$ cat src/cbr_pkg.sv
package cbr_pkg;

  localparam int BUFFER_BYTES = 340;
  localparam int HEADER_BYTES = 10;
  localparam int ADDR_W = $clog2(BUFFER_BYTES);

  localparam int OP_W = 2;
  localparam int BYTE_W = 8;
  localparam int INDEX_W = 9;
  localparam int STATUS_W = 3;
  localparam int LEN_W = 9;
  localparam int COUNT_W = 16;
  localparam int SIZE_W = 33;
  localparam int DLEN_W = 32;

  localparam logic [SIZE_W-1:0] BUF_LIMIT = SIZE_W'(BUFFER_BYTES);
  localparam logic [SIZE_W-1:0] HDR_SIZE = SIZE_W'(HEADER_BYTES);
  localparam logic [COUNT_W-1:0] COUNT_MAX = '1;

  // operation codes
  localparam logic [OP_W-1:0] OP_BYTE = 2'd0;
  localparam logic [OP_W-1:0] OP_EOF  = 2'd1;
  localparam logic [OP_W-1:0] OP_READ = 2'd2;

  // result kinds
  localparam logic KIND_STATUS = 1'b0;
  localparam logic KIND_READ   = 1'b1;

  typedef enum logic [STATUS_W-1:0] {
    ST_CONTINUE     = 3'd0,
    ST_COMPLETE     = 3'd1,
    ST_TOO_SHORT    = 3'd2,
    ST_MISMATCH     = 3'd3,
    ST_OVERSIZE     = 3'd4,
    ST_OVERSIZE_END = 3'd5
  } status_t;

  typedef enum logic [1:0] {
    MODE_FIRST   = 2'd0,
    MODE_CONT    = 2'd1,
    MODE_DISCARD = 2'd2
  } mode_t;

endpackage

$ cat src/cbr_in_if.sv
interface cbr_in_if;
  logic                         valid;
  logic                         ready;
  logic [cbr_pkg::OP_W-1:0]     operation;
  logic [cbr_pkg::BYTE_W-1:0]   frame_byte;
  logic [cbr_pkg::INDEX_W-1:0]  read_index;

  modport source (output valid, operation, frame_byte, read_index, input ready);
  modport sink (input valid, operation, frame_byte, read_index, output ready);
endinterface

$ cat src/cbr_out_if.sv
interface cbr_out_if;
  logic                          valid;
  logic                          ready;
  logic                          result_kind;
  logic [cbr_pkg::STATUS_W-1:0]  frame_status;
  logic [cbr_pkg::LEN_W-1:0]     message_length;
  logic [cbr_pkg::BYTE_W-1:0]    read_data;

  modport source (output valid, result_kind, frame_status, message_length, read_data,
                  input ready);
  modport sink (input valid, result_kind, frame_status, message_length, read_data,
                output ready);
endinterface

$ cat src/ccid_bulk_out_message_reassembly.sv
// CCID bulk-out message reassembly.
// frames (sink): one word per item. operation selects a frame byte, an
//   end-of-frame marker, or a read of the message buffer at read_index.
// results (source): one word per end-of-frame (frame status and, when the
//   message is complete, its total length) and one per buffer read.
// Frame bytes give no result; unless discarded, a byte inside the buffer
//   and message is written when accepted; dwLength is captured on the fly.
// Throughput: one item per cycle, sustained, as long as results are taken.
// A result is registered and appears in the cycle after its item is
//   accepted; the buffer is a synchronous RAM with a registered read port.
// frames.ready drops only while a result sits in the output register and
//   results.ready is low; a stalled result holds steady, RAM read data too.
// Reset (rst, synchronous) returns to waiting for a first frame and clears
//   all counters; buffer contents are undefined until written, and reads
//   are meaningful only below the length of a complete message.
module ccid_bulk_out_message_reassembly (
  input  logic       clk,
  input  logic       rst,
  cbr_in_if.sink     frames,
  cbr_out_if.source  results
);

  // message state
  cbr_pkg::mode_t                   mode, mode_next;
  logic [cbr_pkg::SIZE_W-1:0]       bytes_received, bytes_received_next;
  logic [cbr_pkg::SIZE_W-1:0]       bytes_expected, bytes_expected_next;
  logic [cbr_pkg::COUNT_W-1:0]      frame_byte_count, frame_byte_count_next;
  logic [cbr_pkg::DLEN_W-1:0]       declared_length, declared_length_next;

  // output register
  logic                             out_valid;
  logic                             out_kind;
  cbr_pkg::status_t                 out_status;
  logic [cbr_pkg::LEN_W-1:0]        out_len;
  logic                             out_oob;

  // buffer
  logic [cbr_pkg::BYTE_W-1:0]       mem [cbr_pkg::BUFFER_BYTES];
  logic [cbr_pkg::BYTE_W-1:0]       rdata;
  logic                             we;
  logic [cbr_pkg::ADDR_W-1:0]       waddr;
  logic [cbr_pkg::ADDR_W-1:0]       raddr;

  logic                             accept, take_byte, take_eof, take_read;
  logic [cbr_pkg::SIZE_W-1:0]       count_w, sum, exp_new, index_w;
  cbr_pkg::status_t                 eof_status;
  logic [cbr_pkg::LEN_W-1:0]        eof_len;

  assign frames.ready = !out_valid || results.ready;
  assign accept       = frames.valid && frames.ready;
  assign take_byte    = accept && (frames.operation == cbr_pkg::OP_BYTE);
  assign take_eof     = accept && (frames.operation == cbr_pkg::OP_EOF);
  assign take_read    = accept && (frames.operation == cbr_pkg::OP_READ);

  assign count_w = cbr_pkg::SIZE_W'(frame_byte_count);
  // running position: received so far plus bytes in this frame
  assign sum     = bytes_received + count_w;
  assign exp_new = cbr_pkg::SIZE_W'(declared_length) + cbr_pkg::HDR_SIZE;
  assign index_w = cbr_pkg::SIZE_W'(frames.read_index);
  assign raddr   = index_w[cbr_pkg::ADDR_W-1:0];

  // byte write: first frame at its frame position, continuation after the
  // bytes already received and only inside the declared message
  always_comb begin
    we    = 1'b0;
    waddr = count_w[cbr_pkg::ADDR_W-1:0];
    case (mode)
      cbr_pkg::MODE_CONT: begin
        we    = take_byte && (sum < bytes_expected) && (sum < cbr_pkg::BUF_LIMIT);
        waddr = sum[cbr_pkg::ADDR_W-1:0];
      end
      cbr_pkg::MODE_DISCARD: begin
        we = 1'b0;
      end
      default: begin
        we = take_byte && (count_w < cbr_pkg::BUF_LIMIT);
      end
    endcase
  end

  always_ff @(posedge clk) begin
    if (we) begin
      mem[waddr] <= frames.frame_byte;
    end
  end

  always_ff @(posedge clk) begin
    if (take_read && (index_w < cbr_pkg::BUF_LIMIT)) begin
      rdata <= mem[raddr];
    end
  end

  // next state
  always_comb begin
    mode_next             = mode;
    bytes_received_next   = bytes_received;
    bytes_expected_next   = bytes_expected;
    frame_byte_count_next = frame_byte_count;
    declared_length_next  = declared_length;
    if (take_byte) begin
      if (frame_byte_count != cbr_pkg::COUNT_MAX) begin
        frame_byte_count_next = frame_byte_count + cbr_pkg::COUNT_W'(1);
      end
      if (mode != cbr_pkg::MODE_CONT && mode != cbr_pkg::MODE_DISCARD) begin
        // dwLength, little endian, header bytes 1..4
        case (frame_byte_count)
          16'd1:   declared_length_next[7:0]   = frames.frame_byte;
          16'd2:   declared_length_next[15:8]  = frames.frame_byte;
          16'd3:   declared_length_next[23:16] = frames.frame_byte;
          16'd4:   declared_length_next[31:24] = frames.frame_byte;
          default: ;
        endcase
      end
    end else if (take_eof) begin
      frame_byte_count_next = '0;
      case (mode)
        cbr_pkg::MODE_CONT: begin
          if (sum < bytes_expected) begin
            bytes_received_next = sum;
          end else begin
            mode_next = cbr_pkg::MODE_FIRST;
          end
        end
        cbr_pkg::MODE_DISCARD: begin
          if (sum < bytes_expected) begin
            bytes_received_next = sum;
          end else begin
            mode_next = cbr_pkg::MODE_FIRST;
          end
        end
        default: begin
          mode_next = cbr_pkg::MODE_FIRST;
          if (count_w >= cbr_pkg::HDR_SIZE) begin
            bytes_received_next = count_w;
            bytes_expected_next = exp_new;
            if (exp_new > cbr_pkg::BUF_LIMIT) begin
              mode_next = cbr_pkg::MODE_DISCARD;
            end else if (count_w < exp_new) begin
              mode_next = cbr_pkg::MODE_CONT;
            end
          end
        end
      endcase
    end
  end

  // end-of-frame status
  always_comb begin
    eof_status = cbr_pkg::ST_CONTINUE;
    eof_len    = '0;
    case (mode)
      cbr_pkg::MODE_CONT: begin
        if (sum < bytes_expected) begin
          eof_status = cbr_pkg::ST_CONTINUE;
        end else if (sum == bytes_expected) begin
          eof_status = cbr_pkg::ST_COMPLETE;
          eof_len    = bytes_expected[cbr_pkg::LEN_W-1:0];
        end else begin
          eof_status = cbr_pkg::ST_MISMATCH;
        end
      end
      cbr_pkg::MODE_DISCARD: begin
        eof_status = (sum < bytes_expected) ? cbr_pkg::ST_OVERSIZE
                                            : cbr_pkg::ST_OVERSIZE_END;
      end
      default: begin
        if (count_w < cbr_pkg::HDR_SIZE) begin
          eof_status = cbr_pkg::ST_TOO_SHORT;
        end else if (exp_new > cbr_pkg::BUF_LIMIT) begin
          eof_status = cbr_pkg::ST_OVERSIZE;
        end else if (count_w == exp_new) begin
          eof_status = cbr_pkg::ST_COMPLETE;
          eof_len    = exp_new[cbr_pkg::LEN_W-1:0];
        end else if (count_w < exp_new) begin
          eof_status = cbr_pkg::ST_CONTINUE;
        end else begin
          eof_status = cbr_pkg::ST_MISMATCH;
        end
      end
    endcase
  end

  always_ff @(posedge clk) begin
    if (rst) begin
      mode             <= cbr_pkg::MODE_FIRST;
      bytes_received   <= '0;
      bytes_expected   <= '0;
      frame_byte_count <= '0;
      declared_length  <= '0;
    end else begin
      mode             <= mode_next;
      bytes_received   <= bytes_received_next;
      bytes_expected   <= bytes_expected_next;
      frame_byte_count <= frame_byte_count_next;
      declared_length  <= declared_length_next;
    end
  end

  // output register; loads only when empty or being drained
  always_ff @(posedge clk) begin
    if (rst) begin
      out_valid <= 1'b0;
    end else if (take_eof || take_read) begin
      out_valid <= 1'b1;
    end else if (results.ready) begin
      out_valid <= 1'b0;
    end
  end

  always_ff @(posedge clk) begin
    if (take_eof) begin
      out_kind   <= cbr_pkg::KIND_STATUS;
      out_status <= eof_status;
      out_len    <= eof_len;
      out_oob    <= 1'b0;
    end else if (take_read) begin
      out_kind   <= cbr_pkg::KIND_READ;
      out_status <= cbr_pkg::ST_CONTINUE;
      out_len    <= '0;
      out_oob    <= (index_w >= cbr_pkg::BUF_LIMIT);
    end
  end

  assign results.valid          = out_valid;
  assign results.result_kind    = out_kind;
  assign results.frame_status   = out_status;
  assign results.message_length = out_len;
  assign results.read_data      = (out_kind == cbr_pkg::KIND_READ && !out_oob) ? rdata : '0;

  // a continuation is always short of the expected size
  a_cont_short: assert property (@(posedge clk) disable iff (rst)
    mode == cbr_pkg::MODE_CONT |-> bytes_received < bytes_expected)
    else $error("continuation with received >= expected");

  // a message being stored fits the buffer
  a_cont_fits: assert property (@(posedge clk) disable iff (rst)
    mode == cbr_pkg::MODE_CONT |-> bytes_expected <= cbr_pkg::BUF_LIMIT)
    else $error("continuation beyond buffer size");

  // a length is reported only with a complete status
  a_len_complete: assert property (@(posedge clk) disable iff (rst)
    out_valid && out_status != cbr_pkg::ST_COMPLETE |-> out_len == '0)
    else $error("length reported without complete status");

  // an accepted read shows up as a read result next cycle
  a_read_result: assert property (@(posedge clk) disable iff (rst)
    take_read |=> out_valid && out_kind == cbr_pkg::KIND_READ)
    else $error("read result missing");

endmodule
$ cat src/flat_wrapper.sv
// flat-port wrapper written by rule: the top's interface ports become plain ports
module ccid_bulk_out_message_reassembly_flat 
  (clk, rst, frames_valid, frames_operation, frames_frame_byte, frames_read_index, frames_ready, results_valid, results_result_kind, results_frame_status, results_message_length, results_read_data, results_ready);
  cbr_in_if frames_i ();
  cbr_out_if results_i ();
  input  logic clk;
  input  logic rst;
  input wire logic [$bits(frames_i.valid)-1:0] frames_valid;
  input wire logic [$bits(frames_i.operation)-1:0] frames_operation;
  input wire logic [$bits(frames_i.frame_byte)-1:0] frames_frame_byte;
  input wire logic [$bits(frames_i.read_index)-1:0] frames_read_index;
  output wire logic [$bits(frames_i.ready)-1:0] frames_ready;
  output wire logic [$bits(results_i.valid)-1:0] results_valid;
  output wire logic [$bits(results_i.result_kind)-1:0] results_result_kind;
  output wire logic [$bits(results_i.frame_status)-1:0] results_frame_status;
  output wire logic [$bits(results_i.message_length)-1:0] results_message_length;
  output wire logic [$bits(results_i.read_data)-1:0] results_read_data;
  input wire logic [$bits(results_i.ready)-1:0] results_ready;
  assign frames_i.valid = frames_valid;
  assign frames_i.operation = frames_operation;
  assign frames_i.frame_byte = frames_frame_byte;
  assign frames_i.read_index = frames_read_index;
  assign frames_ready = frames_i.ready;
  assign results_valid = results_i.valid;
  assign results_result_kind = results_i.result_kind;
  assign results_frame_status = results_i.frame_status;
  assign results_message_length = results_i.message_length;
  assign results_read_data = results_i.read_data;
  assign results_i.ready = results_ready;
  ccid_bulk_out_message_reassembly u_core (.clk(clk), .rst(rst), .frames(frames_i), .results(results_i));
endmodule
$ cat config.mk
export PLATFORM = sky130hd
export DESIGN_NAME = ccid_bulk_out_message_reassembly_flat
export DESIGN_NICKNAME = d
export VERILOG_FILES = /design/src/cbr_pkg.sv /design/src/cbr_in_if.sv /design/src/cbr_out_if.sv /design/src/ccid_bulk_out_message_reassembly.sv /design/src/flat_wrapper.sv
export SDC_FILE = /design/constraint.sdc
export NUM_CORES = 2
export LEC_CHECK = 0
export ABC_CLOCK_PERIOD_IN_PS = 16800
export BUFFER_PORTS_ARGS = -buffer_cell sky130_fd_sc_hd__clkbuf_2
export CORE_AREA = 2 2 465 467
export DETAILED_ROUTE_END_ITERATION = 10
export DIE_AREA = 0 0 467 469
export GPL_ROUTABILITY_DRIVEN = 0
export HOLD_SLACK_MARGIN = 0.06
export PLACE_DENSITY = 0.68
export SLEW_MARGIN = 30
export SYNTH_ARGS = -nofsm -noshare
export SYNTH_HDL_FRONTEND = slang
export SYNTH_SLANG_ARGS = --single-unit
$ cat constraint.sdc
create_clock -name clk -period 16.8 [get_ports clk]
set_clock_uncertainty 0.05 [all_clocks]
set_input_delay 0.84 -clock clk [delete_from_list [all_inputs] [get_ports clk]]
set_output_delay 0.84 -clock clk [all_outputs]
set_load 0.03 [all_outputs]
* Yosys cells after proc, flatten, opt, wreduce, memory -nomap -nowiden
Memories as Yosys holds them, arrays and structs flattened. A register that Yosys moved wholly into a read port is not among the register bits.
Index checks and enable logic that the tools add are counted.
** Word-level totals
- Output and inout port bits :: 23
- Register bits after elaboration :: 131
- Word-level logic and storage cells :: 108
- Input port bits :: 23
- Bits in writable memories :: 2720
- Memories kept :: 1
** Operators by class
- $add $sub $neg :: 3
- Reduce and logical (&&, ||, !) cells :: 28
- Order comparisons :: 9
- Equal/unequal tests :: 16
- Bitwise logic cells :: 2
- Multiplexer cells :: 36
** Memory list
- u_core.mem :: words 340, bits a word 8, rd ports 1, clocked after memory_dff 1, wr ports 1, line ccid_bulk_out_message_reassembly.sv:38 : logic [cbr_pkg::BYTE_W-1:0] mem [cbr_pkg::BUFFER_BYTES];
** Operator list (count)
- 2-to-1 mux 33 bit :: 3
- 2-to-1 mux 9 bit :: 8
- 2-to-1 mux 16 bit :: 3
- adder 32 x 4 -> 33 bit, second input constant :: 1
- adder 33 x 16 -> 33 bit :: 1
- equality test 16 x 33 -> 1 bit :: 1
- equality test 33 bit :: 1
- > comparator 33 x 9 -> 1 bit, second input constant :: 1
- < comparator 16 x 33 -> 1 bit :: 1
- < comparator 33 bit :: 1
- < comparator 33 x 9 -> 1 bit, second input constant :: 1
- equality test 16 x 2 -> 1 bit, second input constant :: 2
- 2-to-1 mux 3 bit :: 6
- one-hot mux 9 bit (2 select lines) :: 1
- adder 16 x 1 -> 16 bit, second input constant :: 1
- equality test 16 x 1 -> 1 bit, second input constant :: 1
- equality test 16 x 3 -> 1 bit, second input constant :: 1
- >= comparator 16 x 4 -> 1 bit, second input constant :: 1
- < comparator 16 x 4 -> 1 bit, second input constant :: 1
- < comparator 16 x 9 -> 1 bit, second input constant :: 1
- != test 16 bit, second input constant :: 1
- AND reduction 3 bit :: 5
- 2-to-1 mux 2 bit :: 6
- logical AND 1 bit :: 10
- 18 further kinds :: 35

* Longest topological paths before layout
- Depth after elaboration :: 9
- Depth in mapped cells :: 21
- Mapped depth without buffers :: 19

* Worst setup path after synthesis
Ideal clock, no wire load.
- Kind :: register to register
- Start point :: register u_core.frame_byte_count[0] (netlist bit)
- End point :: memory u_core.mem[103][0] (netlist bit) (enable)
- Path buffers :: 2
- Period minus slack after synthesis :: 5.622 ns
- Data required time :: 16.375 ns
- Arrival time :: 5.196 ns
- Path slack :: 11.178 ns
- Stages on the path, launching flop included :: 22
- Library setup time :: 0.375 ns
- Cells stage by stage :: dfxtp_1 ha_1 inv_1 fa_1 nand2b_1 a21bo_4 a211o_1 a31o_2 or3_1 nand2_1 ha_1 a21oi_1 o21ai_0 a21oi_1 o211ai_1 a21oi_1 o2111ai_1 nor4_1 nand4_1 buf_2 buf_2 a21oi_1
** Between the ends
- Longest elaborated chain between the ends :: 7
- Elaborated cells between the ends (all ways) :: 11
- Those cells by class :: add/sub: 1; order compare: 3; mux: 4; reduce/logical: 3
** RTL lines
- from (decl) :: line ccid_bulk_out_message_reassembly.sv:27 : logic [cbr_pkg::COUNT_W-1:0] frame_byte_count, frame_byte_count_next;
- from (signal assigned) :: line ccid_bulk_out_message_reassembly.sv:194 : frame_byte_count <= frame_byte_count_next;
- adder 33 x 16 -> 33 bit :: line ccid_bulk_out_message_reassembly.sv:57 : assign sum = bytes_received + count_w;
- < comparator 33 bit :: line ccid_bulk_out_message_reassembly.sv:69 : we = take_byte && (sum < bytes_expected) && (sum < cbr_pkg::BUF_LIMIT);
- logical AND 1 bit (2 in series) :: line ccid_bulk_out_message_reassembly.sv:69
- one-hot mux 1 bit (2 select lines) :: line ccid_bulk_out_message_reassembly.sv:67 : case (mode)
- 2-to-1 mux 1 bit :: line ccid_bulk_out_message_reassembly.sv:82 : if (we) begin
- 2-to-1 mux 1 bit (not written as such) :: line ccid_bulk_out_message_reassembly.sv:83 : mem[waddr] <= frames.frame_byte;
- to (decl) :: line ccid_bulk_out_message_reassembly.sv:38
Parallel ways exist; a longest one is shown, timed or not.

* Worst setup path in the final report
- Start point :: register u_core.frame_byte_count[0] (netlist bit)
- End point :: memory u_core.mem[321][0] (netlist bit) (enable)
Same word-level chain as after synthesis.

==> impl_metrics.sql <==
INSERT INTO impl_metrics (metric_group, metric, value, unit) VALUES
('floorplan', 'chipHeight', '469', 'um'),
('power', 'leakagePower', '0.04004', 'uW'),
('logic_synthesis', 'ys.flop_type', 'sky130_fd_sc_hd__edfxtp_1', ''),
('grt', 'wire_length_of_the_first_global_routing_pass', '417.6', 'mm'),
('floorplan', 'design.core.area', '213800', 'sq um'),
('clock_tree', 'post_cts.resized_instances', '0', ''),
('logic_synthesis', 'post-synth-top-area-fraction', '71.49', '%'),
('final_layout', 'ratio_of_cells_with_drive_above_1_in_the_final_layout', '19.75', '%'),
('grt', 'initial_antenna_violation_count', '3', ''),
('logic_synthesis', 'ys_ff_latch', '2859', ''),
('floorplan', 'fp.dieArea', '219000', 'sq um'),
('drt', 'route.final.wire_length', '284.8', 'mm'),
('hold_path', 'holdPathStages', '3', ''),
('grt', 'via_count_of_the_first_global_routing_pass', '60160', ''),
('sta', 'unrepaired_setup_endpoints_after_global_routing', 'false', ''),
('critical_path', 'critPathCaptureType', 'register', ''),
('drt', 'routed_wire_length_per_instance', '30.66', 'um'),
('logic_synthesis', 'async_reset_ff_share', '0', '%'),
('logic_synthesis', 'syn-num-nets', '6245', ''),
('logic_synthesis', 'netlist-cell-type-count', '88', ''),
('logic_synthesis', 'synth_top_area_cell', 'sky130_fd_sc_hd__edfxtp_1', ''),
('place', 'numPortBuffers', '45', ''),
('logic_synthesis', 'leading_cell_type_by_number_of_instances_after_synthesis', 'sky130_fd_sc_hd__edfxtp_1', ''),
('floorplan', 'num_io_pins', '46', ''),
('outcome', 'result_of_the_run', 'finished, final reports clean', ''),
('logic_synthesis', 'synth_enable_flop_cells', '2740', ''),
('final_layout', 'fin_nets', '6325', ''),
('hold_path', 'min_from', 'frames_operation[1]', ''),
('hold_path', 'min-delay-path-class', 'in -> reg', ''),
('sta', 'worst_slew_pin_slew', '1.136', 'ns'),
('clock_tree', 'cts.root.buffer_cell', 'sky130_fd_sc_hd__clkbuf_16', ''),
('critical_path', 'worst_reg2reg_path_depth', '21', ''),
('clock_tree', 'clk-insertion-delay-late', '0.93', 'ns'),
('sta', 'finalWorstPathRequiredPeriod', '8.211', 'ns'),
('sta', 'setup_viols_final', '0', ''),
('drt', 'drcViolationCount', '0', ''),
('sta', 'fin_tns_setup', '0', 'ns'),
('power', 'vdd_drop_max', '0.1191', 'mV'),
('hold_path', 'worst_hold_path.endpoint', 'u_core.results.result_kind', ''),
('logic_synthesis', 'post_synth.cell_area_avg', '18.72', 'sq um'),
('clock_tree', 'clock_tree.htree_level_count', '5', ''),
('clock_tree', 'cts_made_buffers', '302', ''),
('clock_tree', 'tritoncts', 'yes', ''),
('clock_tree', 'post-cts-setup-buffer-count', '0', ''),
('drt', 'route.detailed.vias_per_inst', '6.467', ''),
('sta', 'timing.final.hold_violations', '0', ''),
('place', 'dp_cells', '8760', ''),
('floorplan', 'initial_core_util', '53.84', '%'),
('critical_path', 'setup.worst_path.start_class', 'register', ''),
('sta', 'max-slew-margin-rel', '24.24', '%'),
('critical_path', 'critPathMaxFanout', '37', ''),
('critical_path', 'category_of_the_most_critical_setup_path', 'reg -> reg', ''),
('run', 'drv.max_cap_violation_count', '0', ''),
('sta', 'maxSlewViolCount', '0', ''),
('sta', 'maxClockFrequency', '121.8', 'MHz'),
('drt', 'drtIter0Drc', '7298', ''),
('critical_path', 'critical_path_arrival', '8.73', 'ns'),
('critical_path', 'r2r_start', 'u_core.frame_byte_count[0]', ''),
('floorplan', 'placementRows', '170', ''),
('final_layout', 'area.growth.synth_to_final', '11.35', '%'),
('logic_synthesis', 'seq_area_frac_synth', '73.56', '%'),
('grt', 'gr-usage-all-layers', '26.13', '%'),
('grt', 'maximum_number_of_pins_on_one_net_before_global_route_repair', '146', ''),
('drt', 'drt_first_pass_iters', '6', ''),
('grt', 'grt_residual_overflow', '0', ''),
('final_layout', 'finish.utilization', '59.95', '%'),
('final_layout', 'final_cell_count_no_fill', '9288', ''),
('clock_tree', 'clock_sinks', '2859', ''),
('logic_synthesis', 'synth.top_cells.by_area', 'sky130_fd_sc_hd__edfxtp_1 (71%), sky130_fd_sc_hd__mux4_2 (13%), sky130_fd_sc_hd__mux2i_1 (2.4%), sky130_fd_sc_hd__dfxtp_1 (2.1%), sky130_fd_sc_hd__nor2_1 (1.5%)', ''),
('critical_path', 'critical_path_required', '17.32', 'ns'),
('logic_synthesis', 'ys.warnings.count', '0', '');
## where the power goes
part | internal, uW | switching [uW]
clock | 3820 | 2670
sequential | 7810 | 2.13
combinational | 228 | 431
## logic make-up (layout without fill, tap and decap cells)
kind of cell,count (synthesis),count (layout),synth area share [%]
adder cells (fa/ha/maj),73,73,0.8001
flip-flops,2859,2859,73.56
XOR/XNOR,67,67,0.5099
buffers and inverters,430,727,1.542
other,0,4,0
multiplexers,949,949,15.49
AND/OR/NAND/NOR,1044,1044,4.021
AO/OA/AOI/OAI,727,727,4.080
## per-layer routing
metal / part of all wire [%] / GRT usage (%) / up-vias
li1: - / - / 25200
met1: 41 / 37.59 / 31370
met2: 48 / 41.21 / 3045
met3: 8.3 / 4.594 / 447
met4: 3.0 / 8.262 / 0
met5: 0 / 0 / -
## registers in the layout, indices dropped and copies added, names as in the netlist
register	count
u_core.frame_byte_count	16
u_core.results.result_kind	1
u_core.rdata	8
u_core.mem	2720
u_core.out_oob	1
u_core.results.valid	1
u_core.mode	2
u_core.declared_length	32
u_core.results.frame_status	3
u_core.bytes_expected	33
u_core.bytes_received	33
u_core.results.message_length	9
## area by class of cell
cell class / instances / area (sq um)
diodes: 4 / 10.01
clock buffers: 360 / 7965
clock inverters: 161 / 1545
fillers: 15000 / 85610
inverters: 65 / 244.0
multi-input cells: 2860 / 28890
flip-flops and latches: 2859 / 84660
well taps: 2838 / 3551
repair buffers: 141 / 1287
## stage by stage
stage               total power [uW]  setup slack [ns]  hold WS, ns  area (sq um)
floorplan                       8314             11.18       0.3819        115100
global placement                8614             8.743       0.3976        118400
detailed placement              8622             8.662       0.4037        118500
CTS                            15030             8.663       0.1398        128000
global route                   15350             8.187       0.1849        128200
finish                         14960             8.589       0.2006        128200
## worst max-delay path by stage
| stage | startpoint | end | slack [ns] | cells after the start |
|---|---|---|---|---|
| final | u_core.frame_byte_count[0] | u_core.mem[321][0] | 8.59 | 21 |
| after global routing | u_core.frame_byte_count[0] | u_core.mem[321][6] | 8.19 | 19 |
| after CTS | u_core.frame_byte_count[0] | u_core.mem[125][7] | 8.66 | 21 |
| after detailed placement | u_core.frame_byte_count[0] | u_core.mem[321][3] | 8.66 | 21 |
| after global placement | u_core.frame_byte_count[0] | u_core.mem[289][4] | 8.74 | 21 |
| after floorplan | u_core.frame_byte_count[0] | u_core.mem[103][0] | 11.18 | 21 |
## worst max-delay path, stage by stage (launching register included)
cell and delay (ns):
sky130_fd_sc_hd__dfxtp_1 0.47, sky130_fd_sc_hd__ha_1 0.30, sky130_fd_sc_hd__inv_1 0.08, sky130_fd_sc_hd__fa_1 0.42, sky130_fd_sc_hd__nand2b_1 0.23, sky130_fd_sc_hd__a21bo_4 0.26, sky130_fd_sc_hd__a211oi_1 0.44, sky130_fd_sc_hd__nor2_1 0.09
sky130_fd_sc_hd__a311oi_1 0.48, sky130_fd_sc_hd__inv_1 0.09, sky130_fd_sc_hd__ha_1 0.31, sky130_fd_sc_hd__a21oi_1 0.15, sky130_fd_sc_hd__o21ai_0 0.08, sky130_fd_sc_hd__a21oi_1 0.21, sky130_fd_sc_hd__o211ai_1 0.13, sky130_fd_sc_hd__a21oi_1 0.64
sky130_fd_sc_hd__o2111ai_1 0.33, sky130_fd_sc_hd__nor3_1 0.79, sky130_fd_sc_hd__a31oi_4 0.46, sky130_fd_sc_hd__buf_4 0.55, sky130_fd_sc_hd__buf_4 0.57, sky130_fd_sc_hd__nor2_1 0.69
## cell usage in the layout (no fill, tap or decap), types with 31 or more instances in the layout
master and n:
sky130_fd_sc_hd__edfxtp_1 2740, sky130_fd_sc_hd__mux4_2 665, sky130_fd_sc_hd__nor2_1 460, sky130_fd_sc_hd__clkbuf_16 310, sky130_fd_sc_hd__nand2_1 282, sky130_fd_sc_hd__mux2i_1 278, sky130_fd_sc_hd__a21oi_1 223, sky130_fd_sc_hd__dfxtp_1 119
sky130_fd_sc_hd__o21ai_0 114, sky130_fd_sc_hd__o22ai_1 83, sky130_fd_sc_hd__buf_4 77, sky130_fd_sc_hd__ha_1 72, sky130_fd_sc_hd__inv_1 63, sky130_fd_sc_hd__clkinv_1 63, sky130_fd_sc_hd__nand3_1 50, sky130_fd_sc_hd__a211oi_1 49
sky130_fd_sc_hd__nor3_1 49, sky130_fd_sc_hd__clkbuf_1 48, sky130_fd_sc_hd__clkinv_2 43, sky130_fd_sc_hd__o211ai_1 38, sky130_fd_sc_hd__xor2_1 35, sky130_fd_sc_hd__xnor2_1 32, sky130_fd_sc_hd__clkbuf_2 32, sky130_fd_sc_hd__nand2b_1 31
Power figures use the tool's default switching activity.
